## src/hdl/okrt_pkg.sv

```systemverilog
// ----------------------------------------------------------------------------
// okrt_pkg
// Types and codes shared by the ordered keyed record table.
// ----------------------------------------------------------------------------
`default_nettype none

package okrt_pkg;

	// request codes
	localparam logic [2:0] REQ_INSERT = 3'd0;
	localparam logic [2:0] REQ_DELETE = 3'd1;
	localparam logic [2:0] REQ_SEARCH = 3'd2;
	localparam logic [2:0] REQ_LIST   = 3'd3;
	localparam logic [2:0] REQ_CLEAR  = 3'd4;

	// status codes
	localparam logic [1:0] STAT_OK       = 2'd0;
	localparam logic [1:0] STAT_EMPTY    = 2'd1;
	localparam logic [1:0] STAT_NOTFOUND = 2'd2;
	localparam logic [1:0] STAT_FULL     = 2'd3;

	typedef struct packed {
		logic [2:0]         req_type;
		logic signed [31:0] key_id;
		logic [7:0]         age_value;
	} req_word_t;

	typedef struct packed {
		logic [1:0]         status;
		logic signed [31:0] out_key;
		logic [7:0]         out_age;
		logic               last;
	} rsp_word_t;

	// one stored record
	typedef struct packed {
		logic signed [31:0] key;
		logic [7:0]         age;
	} rec_t;

	typedef enum logic [2:0] {
		S_IDLE,
		S_SCAN,
		S_SHIFT,
		S_LIST,
		S_RESP
	} state_t;

endpackage

`default_nettype wire

```

## src/hdl/ordered_keyed_record_table.sv

```systemverilog
// ----------------------------------------------------------------------------
// ordered_keyed_record_table
// Bounded table of (key, age) records kept in insertion order.
// ----------------------------------------------------------------------------
// Usage:
//  - req channel (req_valid / req_stall / req) carries one request word:
//    insert, delete, search, list all, clear. Codes 5..7 are dropped.
//  - rsp channel (rsp_valid / rsp_stall / rsp) returns result words; the
//    final word of each request has last set. List gives one word per record.
//  - Records live in a single-port-write, single-port-read RAM with a
//    registered read. A small sequencer walks it one entry per cycle unless stalled.
//  - Flow: insert, clear and empty answers go straight to the answer state;
//    search and delete scan from the head until a match or the last entry;
//    delete then closes the gap by moving each later entry down one place.
//    List loads one word per cycle unless rsp_stall holds. The next request is
//    taken the cycle after the final word loads, so inserts are not back to back.
//  - req_stall is high while a request is in progress; a new request is taken
//    in idle even while the previous answer still waits in the output register.
//  - rsp_stall holds the output word; a list walk pauses with it.
//  - Reset empties the table (entry count to zero); RAM contents are not cleared.
// ----------------------------------------------------------------------------
`default_nettype none

module ordered_keyed_record_table #(
	parameter int CAPACITY = 32
) (
	input  wire logic               clk,
	input  wire logic               arst_n,
	input  wire logic               req_valid,
	output logic                    req_stall,
	input  wire okrt_pkg::req_word_t req,
	output logic                    rsp_valid,
	input  wire logic               rsp_stall,
	output okrt_pkg::rsp_word_t      rsp
);
	import okrt_pkg::*;

	localparam int IDX_W = (CAPACITY > 1) ? $clog2(CAPACITY) : 1;
	localparam int CNT_W = $clog2(CAPACITY + 1);

	// record RAM
	rec_t mem [CAPACITY];

	state_t             state_q, state_d;
	logic [CNT_W-1:0]   count_q, count_d;   // number of valid records
	logic [CNT_W-1:0]   ptr_q, ptr_d;       // next RAM read address
	logic [2:0]         op_q, op_d;
	logic signed [31:0] key_q, key_d;
	rsp_word_t          res_q, res_d;       // pending single answer
	rsp_word_t          rsp_q, out_d;
	logic               rsp_valid_q;

	// read stage
	logic               rd_vld_s1;
	logic [CNT_W-1:0]   rd_idx_s1;
	rec_t               rd_rec_s1;

	logic               issue;
	logic               rd_take;
	logic               we;
	logic [IDX_W-1:0]   waddr;
	rec_t               wdata;
	logic               out_load;
	logic               load_ok;
	logic               match;
	logic               rd_last;
	logic [CNT_W-1:0]   idx_m1;
	logic [CNT_W-1:0]   count_m1;

	assign req_stall = (state_q != S_IDLE);
	assign rsp_valid = rsp_valid_q;
	assign rsp       = rsp_q;

	always_comb begin
		state_d  = state_q;
		count_d  = count_q;
		ptr_d    = ptr_q;
		op_d     = op_q;
		key_d    = key_q;
		res_d    = res_q;
		out_d    = rsp_q;
		issue    = 1'b0;
		rd_take  = 1'b0;
		we       = 1'b0;
		waddr    = '0;
		wdata    = '0;
		out_load = 1'b0;
		load_ok  = !rsp_valid_q || !rsp_stall;
		match    = rd_vld_s1 && (rd_rec_s1.key == key_q);
		count_m1 = count_q - CNT_W'(1);
		idx_m1   = rd_idx_s1 - CNT_W'(1);
		rd_last  = (rd_idx_s1 == count_m1);

		case (state_q)
			S_IDLE: begin
				if (req_valid) begin
					key_d = req.key_id;
					op_d  = req.req_type;
					ptr_d = '0;
					case (req.req_type)
						REQ_INSERT: begin
							if (count_q == CNT_W'(CAPACITY)) begin
								res_d = '{status: STAT_FULL, out_key: '0, out_age: '0,
									last: 1'b1};
							end else begin
								we      = 1'b1;
								waddr   = count_q[IDX_W-1:0];
								wdata   = '{key: req.key_id, age: req.age_value};
								count_d = count_q + CNT_W'(1);
								res_d   = '{status: STAT_OK, out_key: '0, out_age: '0,
									last: 1'b1};
							end
							state_d = S_RESP;
						end
						REQ_DELETE, REQ_SEARCH: begin
							if (count_q == '0) begin
								res_d = '{status: STAT_EMPTY, out_key: '0, out_age: '0,
									last: 1'b1};
								state_d = S_RESP;
							end else begin
								state_d = S_SCAN;
							end
						end
						REQ_LIST: begin
							if (count_q == '0) begin
								res_d = '{status: STAT_EMPTY, out_key: '0, out_age: '0,
									last: 1'b1};
								state_d = S_RESP;
							end else begin
								state_d = S_LIST;
							end
						end
						REQ_CLEAR: begin
							count_d = '0;
							res_d   = '{status: STAT_OK, out_key: '0, out_age: '0,
								last: 1'b1};
							state_d = S_RESP;
						end
						default: begin
						end
					endcase
				end
			end
			S_SCAN: begin
				rd_take = rd_vld_s1;
				issue   = (ptr_q < count_q) && !match;
				if (issue) begin
					ptr_d = ptr_q + CNT_W'(1);
				end
				if (match) begin
					if (op_q == REQ_DELETE) begin
						ptr_d   = rd_idx_s1 + CNT_W'(1);
						state_d = S_SHIFT;
					end else begin
						res_d = '{status: STAT_OK, out_key: rd_rec_s1.key,
							out_age: rd_rec_s1.age, last: 1'b1};
						state_d = S_RESP;
					end
				end else if (rd_vld_s1 && rd_last) begin
					res_d = '{status: STAT_NOTFOUND, out_key: '0, out_age: '0,
						last: 1'b1};
					state_d = S_RESP;
				end
			end
			S_SHIFT: begin
				// read entry i, write it back at i-1
				rd_take = rd_vld_s1;
				issue   = (ptr_q < count_q);
				if (issue) begin
					ptr_d = ptr_q + CNT_W'(1);
				end
				if (rd_vld_s1) begin
					we    = 1'b1;
					waddr = idx_m1[IDX_W-1:0];
					wdata = rd_rec_s1;
				end
				if (!issue && !rd_vld_s1) begin
					count_d = count_m1;
					res_d   = '{status: STAT_OK, out_key: '0, out_age: '0, last: 1'b1};
					state_d = S_RESP;
				end
			end
			S_LIST: begin
				rd_take = rd_vld_s1 && load_ok;
				issue   = (ptr_q < count_q) && (!rd_vld_s1 || load_ok);
				if (issue) begin
					ptr_d = ptr_q + CNT_W'(1);
				end
				if (rd_take) begin
					out_load = 1'b1;
					out_d    = '{status: STAT_OK, out_key: rd_rec_s1.key,
						out_age: rd_rec_s1.age, last: rd_last};
					if (rd_last) begin
						state_d = S_IDLE;
					end
				end
			end
			S_RESP: begin
				if (load_ok) begin
					out_load = 1'b1;
					out_d    = res_q;
					state_d  = S_IDLE;
				end
			end
			default: begin
				state_d = S_IDLE;
			end
		endcase
	end

	always_ff @(posedge clk or negedge arst_n) begin
		if (!arst_n) begin
			state_q     <= S_IDLE;
			count_q     <= '0;
			ptr_q       <= '0;
			rd_vld_s1   <= 1'b0;
			rsp_valid_q <= 1'b0;
		end else begin
			state_q     <= state_d;
			count_q     <= count_d;
			ptr_q       <= ptr_d;
			rd_vld_s1   <= issue || (rd_vld_s1 && !rd_take);
			rsp_valid_q <= out_load || (rsp_valid_q && rsp_stall);
		end
	end

	always_ff @(posedge clk) begin
		op_q  <= op_d;
		key_q <= key_d;
		res_q <= res_d;
		if (out_load) begin
			rsp_q <= out_d;
		end
		if (issue) begin
			rd_idx_s1 <= ptr_q;
		end
	end

	// RAM: one write, one registered read per cycle
	always_ff @(posedge clk) begin
		if (we) begin
			mem[waddr] <= wdata;
		end
		if (issue) begin
			rd_rec_s1 <= mem[ptr_q[IDX_W-1:0]];
		end
	end

`ifndef ASSERT_OFF
	a_count_bound: assert property (@(posedge clk) disable iff (!arst_n)
		count_q <= CNT_W'(CAPACITY))
		else $error("entry count above capacity");

	a_read_in_walk: assert property (@(posedge clk) disable iff (!arst_n)
		rd_vld_s1 |-> (state_q == S_SCAN || state_q == S_SHIFT || state_q == S_LIST))
		else $error("read data pending outside a table walk");

	a_insert_grows: assert property (@(posedge clk) disable iff (!arst_n)
		(req_valid && !req_stall && req.req_type == REQ_INSERT
			&& count_q != CNT_W'(CAPACITY))
		|=> count_q == $past(count_q) + CNT_W'(1))
		else $error("insert did not grow the table");

	a_list_ends_last: assert property (@(posedge clk) disable iff (!arst_n)
		($past(state_q) == S_LIST && state_q == S_IDLE) |-> (rsp_valid_q && rsp_q.last))
		else $error("list walk ended without a last word");
`endif

endmodule

`default_nettype wire

```

## config.mk

```make
export PLATFORM = sky130hd
export DESIGN_NAME = ordered_keyed_record_table
export DESIGN_NICKNAME = d
export VERILOG_FILES = /design/src/hdl/okrt_pkg.sv /design/src/hdl/ordered_keyed_record_table.sv
export SDC_FILE = /design/constraint.sdc
export NUM_CORES = 1
export LEC_CHECK = 0
export BUFFER_PORTS_ARGS = -buffer_cell sky130_fd_sc_hd__buf_2
export CORE_MARGIN = 10
export CORE_UTILIZATION = 41
export CTS_CLUSTER_SIZE = 24
export DETAILED_ROUTE_END_ITERATION = 10
export GPL_TIMING_DRIVEN = 0
export PLACE_DENSITY_LB_ADDON = 0.05
export RECOVER_POWER = 50
export SLEW_MARGIN = 5
export SYNTH_ARGS = -nofsm -noshare
export SYNTH_HDL_FRONTEND = slang
export SYNTH_SLANG_ARGS = --single-unit
```

## constraint.sdc

```tcl
create_clock -name clk -period 10.2 [get_ports clk]
set_clock_uncertainty 0.2 [all_clocks]
set_input_delay 0.51 -clock clk [delete_from_list [all_inputs] [get_ports clk]]
set_output_delay 0.51 -clock clk [all_outputs]
set_load 0.01 [all_outputs]
```

==> summary by stage, run 1 <==
STA
The worst relative slew slack is -103%. Setup repair after global routing left no endpoint under its margin. Setup violations remaining at the end of the flow were counted as 0. The final hold violation count was 0.

After routing, the total negative slack on setup checks comes to 0 ns. The part of the cycle the worst path needs is 67.9%. The max-slew violation count is 1,058. For the pin with the worst max-slew slack, the measured transition is 3.03 ns. The post-layout minimum cycle time is 6.93 ns. The least setup slack across all paths after layout is 3.27 ns.

The top achievable clock speed is 144 MHz.

Logic synthesis
The cell count after synthesis came out at 3,201. After synthesis, the largest area contributor takes up 75.3% of total cell area. The total nets after synthesis is 3,258. The netlist area before placement is 0.0577 mm^2. Of the synthesized area, sequential elements account for 76.1%. The main flop type after synthesis is sky130_fd_sc_hd__edfxtp_1. The number of enable flip-flop cells after synthesis is 1,446.

In this run, synthesis produced a sequential element count of 1,463. For this run, the number of Yosys warnings is 0. Yosys mapped the design onto 63 distinct sky130hd cell types. Each instance of the synthesized netlist takes up on average 18.0 um^2. Of all flip-flops after synthesis, the portion carrying an async set or reset was 1.16%. Sorting the synthesized cells by area gives the leading types as sky130_fd_sc_hd__edfxtp_1 75%, sky130_fd_sc_hd__mux4_2 6.3%, sky130_fd_sc_hd__mux2i_1 4.2%, sky130_fd_sc_hd__nand2_1 2.0%, sky130_fd_sc_hd__o221ai_1 1.9%. The cell type contributing the most total cell area after synthesis is sky130_fd_sc_hd__edfxtp_1.

Floorplan
The initial core utilization is 41.3%. The full die area is 0.156 mm^2. The total I/O pin count is 92. The row count is 137.

The die is 395 um tall. The die extent in x is 395 um. The standard cell core area is 0.140 mm^2.

Final layout
Fill cells in the final layout number 11,972. The number of non-filler instances in the completed layout is 5,552. In the final design database the tool counted 3,613 nets. The sequential cell area is 0.0438 mm^2.

In the layout the commonest cells are 1,446 x sky130_fd_sc_hd__edfxtp_1, 308 x sky130_fd_sc_hd__nand2_1, 298 x sky130_fd_sc_hd__clkbuf_1. In the final layout, the multi-input gates occupy 0.0131 mm^2. Cells with a size suffix above 1 make up 14.3% of the layout. The area growth from synthesis to layout is 14.7%. The library cell used most frequently in the layout, excluding fill and tap cells, is sky130_fd_sc_hd__edfxtp_1.

Pwr
Power spread over the standard cell area amounts to 180 mW/mm^2. The leakage power is 19.8 nW. VDD sags by at most 176 uV. Power comes to 11.9 mW.

Clock network
The tree is rooted in a sky130_fd_sc_hd__clkbuf_16. The clock drives 1,463 sinks. The TritonCTS buffer count is 156. The latest clock arrival within the worst-skew pair is 0.78 ns.

The CTS tree is yes. After clock tree synthesis, the setup repair step added 0 buffers. The clock passes through at most 3 buffers. The clock-pin slew on the worst setup and hold paths is 0.07 ns. The number of hold-repair buffers added at the cts stage is 36. The H-tree depth is 4. The post-cts sizing count is 0.

Route
The count of nets left with antenna violations after detail routing is 0. The detailed-route wire length per cell is 33.0 um. Using the TritonRoute via totals, the vias-per-cell ratio works out to 5.81. The total number of vias is 32,261. Wires add up to 183 mm.

The count of unresolved DRC violations after routing is 0. The pre-antenna-repair detailed-routing pass consisted of 6 iterations. The starting DRC count in detailed routing is 3,594.

Setup path
The delay of the slowest critical-path stage is 2.28 ns. The startpoint type of the worst setup path is a register. The gate family responsible for the most delay along the worst path is buffers and inverters. The number of buffer and inverter stages on the critical path is 1. The critical path arrival is 6.31 ns. The cell seen most often among critical-path stages is sky130_fd_sc_hd__nand4_1. The master of the slowest instance on the critical path is sky130_fd_sc_hd__clkinvlp_2. Data on the critical path is required at its endpoint by 9.58 ns. The largest fanout of any net on the critical path is 46. The worst setup path is of the reg2reg kind. STA classifies the critical path endpoint as a register. The critical path goes through xnor2_1 -> nand4_1 -> nor4_1 -> nand4_1 -> a22o_1 -> nand3b_1 -> clkinvlp_2.

Place
The final weighted congestion of routability-driven global placement is 0.883. The number of placed instances, taps included, is 5,235. Timing analysis after detailed placement gives a worst setup slack of 4.73 ns. After legalization and detailed placement, the total HPWL measured 126 mm. Input and output buffers added on the ports amount to 91.

Global routing
The first global-routing pass estimated 254 mm of wire. The total routing usage reported by global routing is 23.1%. The number of antenna violations at the first check in global routing was 8. The largest net degree at the start of global routing is 47. The number of global-route vias before repair is 32,599.

The leftover overflow at the end of global routing is 0.

Job
The number of max-cap violations is 56.

Run status
The final reports fail on max-capacitance violations, max-slew violations. The run finished, with violations left.

Hold path
The class of the most critical hold timing path is in2reg.
-- where the power goes --
group	switching [mW]	leakage [nW]	internal, mW
registers	0.0000000000000000121	10.6	6.51
logic	0.0181	6.89	0.0143
clock network	2.30	2.31	3.09
total	2.32	19.8	9.61
-- synthesized netlist by cell type (7+ instances only) --
| cell type | number |
|---|---|
| sky130_fd_sc_hd__ha_1 | 10 |
| sky130_fd_sc_hd__o22ai_1 | 45 |
| sky130_fd_sc_hd__a21oi_1 | 131 |
| sky130_fd_sc_hd__inv_1 | 16 |
| sky130_fd_sc_hd__nand2_1 | 308 |
| sky130_fd_sc_hd__and2_1 | 46 |
| sky130_fd_sc_hd__and3_1 | 9 |
| sky130_fd_sc_hd__nand2b_1 | 8 |
| sky130_fd_sc_hd__nand3_1 | 11 |
| sky130_fd_sc_hd__nor3_1 | 10 |
| sky130_fd_sc_hd__nand4_1 | 11 |
| sky130_fd_sc_hd__buf_1 | 19 |
| sky130_fd_sc_hd__dfrtp_1 | 17 |
| sky130_fd_sc_hd__o211ai_1 | 7 |
| sky130_fd_sc_hd__nor2_1 | 49 |
| sky130_fd_sc_hd__xnor2_1 | 33 |
| sky130_fd_sc_hd__mux2i_1 | 240 |
| sky130_fd_sc_hd__mux4_2 | 160 |
| sky130_fd_sc_hd__a22oi_1 | 7 |
| sky130_fd_sc_hd__clkbuf_1 | 126 |
| sky130_fd_sc_hd__mux2_2 | 80 |
| sky130_fd_sc_hd__o221ai_1 | 122 |
| sky130_fd_sc_hd__edfxtp_1 | 1446 |
| sky130_fd_sc_hd__buf_2 | 35 |
| sky130_fd_sc_hd__a22o_1 | 40 |
| sky130_fd_sc_hd__xor2_1 | 14 |
| sky130_fd_sc_hd__o21ai_0 | 134 |
-- worst reg2reg max path: cells and delay by family (launching register included) --
kind | cells | cell delay [ns]
xor gates and xnor gates | 1 | 0.63
DFF | 1 | 0.48
buffers and inverters | 1 | 2.28
AOI/OAI and AO/OA | 1 | 0.44
and+or+nand+nor | 4 | 1.63
-- layer usage --
metal  GRT usage [%]  share of wire, %
met1            33.3                44
met2            35.8                45
met3            4.09               7.9
met4            6.86               3.1
met5               0            0.0071
-- cells by family (layout without fill, tap and decap cells) --
logic type | after synthesis | count (layout) | share of synthesized area (%)
compound gates | 524 | 524 | 5.95
simple gates | 477 | 477 | 3.66
flops | 1463 | 1463 | 76.1
mux | 481 | 481 | 12.0
fa+ha+maj | 11 | 11 | 0.234
other cells | 0 | 1 | 0
xor+xnor | 47 | 47 | 0.714
buf+inv | 198 | 672 | 1.38
-- layout make-up --
cell class | count | area share (%)
diodes | 1 | 0.00378
well taps | 1876 | 3.55
inverters | 16 | 0.0927
clock inverters | 77 | 0.927
repair buffers | 197 | 1.94
multi-input cells | 1540 | 19.8
clock buffers | 200 | 6.28
flip-flops and latches | 1463 | 66.3
plain buffers | 182 | 1.13
-- state kept, by name, indices dropped and copies added (netlist names) --
signal and cells:
count_q 6, key_q 32, mem 1280, op_q 3, ptr_q 6, rd_idx_s1 6
rd_rec_s1 40, rd_vld_s1 1, res_q 42, rsp 43, rsp_valid 1, state_q 3
-- final timing paths --
check / start / depth (start not counted) / slack [ns] / endpoint
max reg2reg: rd_rec_s1[8]$_DFFE_PP_ / 7 / 3.27 / rd_rec_s1[7]$_DFFE_PP_
min in group asynchronous: arst_n / 2 / 0.30 / rsp_valid$_DFF_PN0_
min reg2reg: res_q[25]$_DFFE_PP_ / 2 / 0.31 / rsp[25]$_DFFE_PP_
max in group asynchronous: arst_n / 2 / 8.77 / state_q[1]$_DFFE_PN0P_
min: req_valid / 5 / 0.13 / ptr_q[1]$_DFFE_PN0P_
max: rd_rec_s1[8]$_DFFE_PP_ / 7 / 3.27 / rd_rec_s1[7]$_DFFE_PP_
-- stage by stage --
stage / area (um^2) / hold WS (ns) / utilization, %
after floorplan: 57700 / 0.0144 / -
after global placement: 60500 / 0.288 / 43.3
after detailed placement: 62100 / 0.293 / 44.5
after CTS: 67200 / 0.00978 / 48.2
after global routing: 66100 / 0.127 / 47.4
final: 66100 / 0.126 / 47.4
Note: power is estimated with default switching activity, not from simulation.
==> run 2: changes to the inputs <==
- clock period: 10.2 -> 6 ns (I/O delays scaled with it)
==> run 2 against run 1 <==
  * The run still ends with max-capacitance violations, max-slew violations left
  * Critical endpoint is now mem[19][27]$_DFFE_PP_
  * Fmax grew 30%
  * Die area is the same
  * Utilization grew 0.38 points
  * Wire length is essentially flat
  * Sequential share of layout area shrank 0.53 points
  * Via count grew 0.28%
  * Flip-flop and latch count is the same
  * Cell count grew 0.13%
  * Worst setup slack lost 2.6 ns
  * Cell area grew 0.80%
==> summary by stage, run 2 (same netlist as run 1, synthesis figures left out) <==
Place
The placed cell area was 0.0621 mm^2 (unchanged). The final weighted congestion of routability-driven global placement is 0.883 (unchanged). The cell total after placement is 5,235 (unchanged).

The detailed placer's ending HPWL is 126 mm (unchanged). The count of buffers inserted at the top-level ports came to 91 (unchanged).

Global routing
The met3 layer usage reported by global route is 4.09% (about the same). The number of global-route vias before repair was 32,602 (was 32,599). The total routing usage reported by global routing is 23.1% (about the same). The met1 track demand over resource in global routing came to 33.3% (about the same).

The met2 track utilization from global routing is 35.8% (about the same). The largest net degree at the start of global routing is 47 (unchanged). The number of antenna violations at the first check in global routing was 9 (was 8). The most congested layer reported by global routing was met2 (unchanged).

The first-pass GRT wire length is 254 mm (about the same). The leftover overflow at the end of global routing came to 0 (unchanged).

Final layout
The area growth from synthesis to layout is 15.6% (was 14.7%). The most common cell after layout, fill and taps aside is sky130_fd_sc_hd__edfxtp_1 (unchanged). Most frequent cells in the layout: 1,446 x sky130_fd_sc_hd__edfxtp_1, 308 x sky130_fd_sc_hd__nand2_1, 264 x sky130_fd_sc_hd__clkbuf_1 (was 1,446 x sky130_fd_sc_hd__edfxtp_1, 308 x sky130_fd_sc_hd__nand2_1, 298 x sky130_fd_sc_hd__clkbuf_1). The number of non-filler instances in the completed layout came to 5,559 (was 5,552).

The final core utilization is 47.8% (was 47.4%). The number of flip-flops under the largest register name came to 1,280 (unchanged). The register containing the most flip-flops in the final layout is mem (unchanged).

The finished layout cell area is 0.0666 mm^2 (was 0.0661 mm^2). The fraction of layout instances using a drive strength above 1 is 15.3% (was 14.3%). The number of nets in the layout is 3,616 (was 3,613).

Hold path
The class of the most critical hold timing path is in2reg (unchanged). The number of cells traversed by the worst hold path was 2 (was 5). The source of the worst hold timing path was req[6] (was req_valid).

Setup path
The capture point of the worst path is mem[19][27]$_DFFE_PP_ (was rd_rec_s1[7]$_DFFE_PP_). The type of destination of the critical path was a register (unchanged). Critical path cell sequence: clkbuf_1 -> inv_1 -> ha_1 -> or3b_1 -> or3_1 -> and2_0 -> clkbuf_1 -> a22oi_1 -> clkbuf_1 -> nor2_1 -> clkbuf_2 (was xnor2_1 -> nand4_1 -> nor4_1 -> nand4_1 -> a22o_1 -> nand3b_1 -> clkinvlp_2). The cell depth of the worst flop-to-flop path came to 11 (was 7).

The cell seen most often among critical-path stages is sky130_fd_sc_hd__clkbuf_1 (was sky130_fd_sc_hd__nand4_1). The master of the slowest instance on the critical path is sky130_fd_sc_hd__nor2_1 (was sky130_fd_sc_hd__clkinvlp_2). The minimum setup slack among reg-to-reg paths is 0.67 ns (was 3.27 ns).

The number of buffer and inverter stages on the critical path came to 5 (was 1). The delay of the slowest critical-path stage is 1.03 ns (was 2.28 ns). The launch point of the critical path is count_q[0]$_DFFE_PN0P_ (was rd_rec_s1[8]$_DFFE_PP_). The capturing point of the worst reg2reg path is mem[19][27]$_DFFE_PP_ (was rd_rec_s1[7]$_DFFE_PP_). The critical path arrival is 5.51 ns (was 6.31 ns).

The instance count on the critical path came to 11 (was 7). The classification of the worst setup path is reg2reg (unchanged). The startpoint of the worst-slack reg-to-reg timing path is count_q[0]$_DFFE_PN0P_ (was rd_rec_s1[8]$_DFFE_PP_). The largest fanout of any net on the critical path is 17 (was 46). The startpoint type of the worst setup path was a register (unchanged).

The gate family responsible for the most delay along the worst path is buffers and inverters (unchanged). The required time at the endpoint of the critical path is 6.18 ns (was 9.58 ns).

STA
The transition time of the tightest slew-check pin was 2.70 ns (was 3.03 ns). The worst relative slew slack is -80.3% (was -103%). The top achievable clock speed came to 188 MHz (was 144 MHz). The max-slew violation count is 534 (was 1,058). The number of setup violations in the final report is 0 (unchanged). The part of the cycle the worst path needs is 88.8% (was 67.9%). The total negative slack for setup checks came to 0 ns (unchanged). The post-layout minimum cycle time was 5.33 ns (was 6.93 ns). Unrepaired setup endpoints after global routing: false (unchanged).

The final hold violation count is 0 (unchanged).

Route
The number of iterations in the first detailed-routing pass is 6 (unchanged). The routed wire length is 183 mm (about the same). The detailed-route wire length per cell is 33.0 um (about the same). The starting DRC count in detailed routing is 3,686 (was 3,594).

The total number of vias is 32,351 (was 32,261). The count of nets left with antenna violations after detail routing is 0 (unchanged). The via count normalized by instance count is 5.82 (was 5.81). The count of unresolved DRC violations after routing is 0 (unchanged).

Run status
Violations in the final reports: max-capacitance violations, max-slew violations (unchanged). Outcome: finished, violations left (unchanged).

Clock network
The number of hold-repair buffers added at the cts stage was 39 (was 36). The clock root buffer was sky130_fd_sc_hd__clkbuf_16 (unchanged). The post-cts sizing count is 0 (unchanged). The TritonCTS buffer count is 156 (unchanged). The latest clock arrival within the worst-skew pair came to 0.78 ns (about the same). The clock-pin slew on the worst setup and hold paths was 0.06 ns (was 0.07 ns). The number of buffers between clock root and the deepest sink is 3 (unchanged).

The CTS tree is yes (unchanged). The number of sinks driven by the clock tree was 1,463 (unchanged). The H-tree depth was 4 (unchanged). The number of setup buffers added after CTS is 0 (unchanged).

Pwr
The worst ir drop on vdd is 298 uV (was 176 uV). The leakage power is 20.0 nW (was 19.8 nW). The cell-internal power is 16.3 mW (was 9.61 mW). The sequential fraction of design power came to 54.5% (about the same). The net switching component of the power was 3.94 mW (was 2.32 mW). The part of the power in combinational logic is 0.3% (about the same).

The relative contribution of the clock network to total power is 45.2% (about the same). The power density over the cells is 304 mW/mm^2 (was 180 mW/mm^2). The net switching fraction of the power is 19.4% (about the same).

Floorplan
The overall die height was 395 um (unchanged). The standard cell core area was 0.140 mm^2 (unchanged). The die extent in x is 395 um (unchanged). The full die area is 0.156 mm^2 (unchanged). The total I/O pin count is 92 (unchanged). The row count is 137 (unchanged).

The initial core utilization is 41.3% (unchanged).

Job
The number of max-cap violations is 29 (was 56).
## run 2: cell types whose count changed in the layout (fill, tap and decap cells not counted), moves of 2 or more
cell	previous run	this run
sky130_fd_sc_hd__clkbuf_1	298	264
sky130_fd_sc_hd__nor2_1	41	36
sky130_fd_sc_hd__buf_16	2	8
sky130_fd_sc_hd__nor2_2	0	3
sky130_fd_sc_hd__dlygate4sd3_1	36	39
sky130_fd_sc_hd__nor2_4	8	10
sky130_fd_sc_hd__buf_8	0	2
sky130_fd_sc_hd__diode_2	1	5
sky130_fd_sc_hd__clkbuf_2	4	12
sky130_fd_sc_hd__buf_12	16	33
## run 2: routing by layer
| layer | vias up | share of wire [%] |
|---|---|---|
| met5 | - | 0 |
| met2 | 1401 | 46 |
| met4 | 0 | 3.0 |
| li1 | 13591 | - |
| met1 | 17091 | 44 |
| met3 | 268 | 7.6 |
## run 2: worst min path at each step
| stage | to | slack (ns) |
|---|---|---|
| finish | mem[8][6]$_DFFE_PP_ | 0.07 |
| global placement | count_q[2]$_DFFE_PN0P_ | 0.08 |
| CTS | op_q[2]$_DFFE_PP_ | 0.03 |
| floorplan | count_q[0]$_DFFE_PN0P_ | -0.20 |
| detailed placement | count_q[3]$_DFFE_PN0P_ | 0.09 |
| global route | mem[15][6]$_DFFE_PP_ | 0.06 |
## run 2: worst register-to-register path, cell delays in order, from the launching register on
cell and delay (ns):
sky130_fd_sc_hd__dfrtp_1 0.35, sky130_fd_sc_hd__clkbuf_1 0.41, sky130_fd_sc_hd__inv_1 0.21, sky130_fd_sc_hd__ha_1 0.34
sky130_fd_sc_hd__or3b_1 0.31, sky130_fd_sc_hd__or3_1 0.24, sky130_fd_sc_hd__and2_0 0.16, sky130_fd_sc_hd__clkbuf_1 0.36
sky130_fd_sc_hd__a22oi_1 0.26, sky130_fd_sc_hd__clkbuf_1 0.26, sky130_fd_sc_hd__nor2_1 1.03, sky130_fd_sc_hd__clkbuf_2 0.81
## run 2: power groups by stage
stage	logic, mW	clock network [mW]	registers [mW]
global placement	0.0386	0	11.3
detailed placement	0.0392	0	11.3
CTS	0.0599	9.32	11.1
floorplan	0.00400	0	11.3
finish	0.0568	9.17	11.1
global route	0.0605	9.75	11.1
## run 2: metrics by stage
step	setup slack [ns]	hold slack, ns	total power [mW]
4_1_cts	0.509	0.0271	20.4
2_1_floorplan	1.30	-0.196	11.3
3_3_place_gp	-3.42	0.0777	11.3
3_5_place_dp	0.531	0.0904	11.3
5_1_grt	0.441	0.0638	20.9
6_report	0.670	0.0723	20.3
## run 2: area by class of cell
type	instances	area, um^2
buffer	182	746
multi-input combinational	1540	13100
inverter	16	60.1
clock buffer	200	4150
clock inverter	77	613
timing repair buffer	200	1780
antenna	5	12.5
fill	11893	72900
tap	1876	2350
sequential	1463	43800
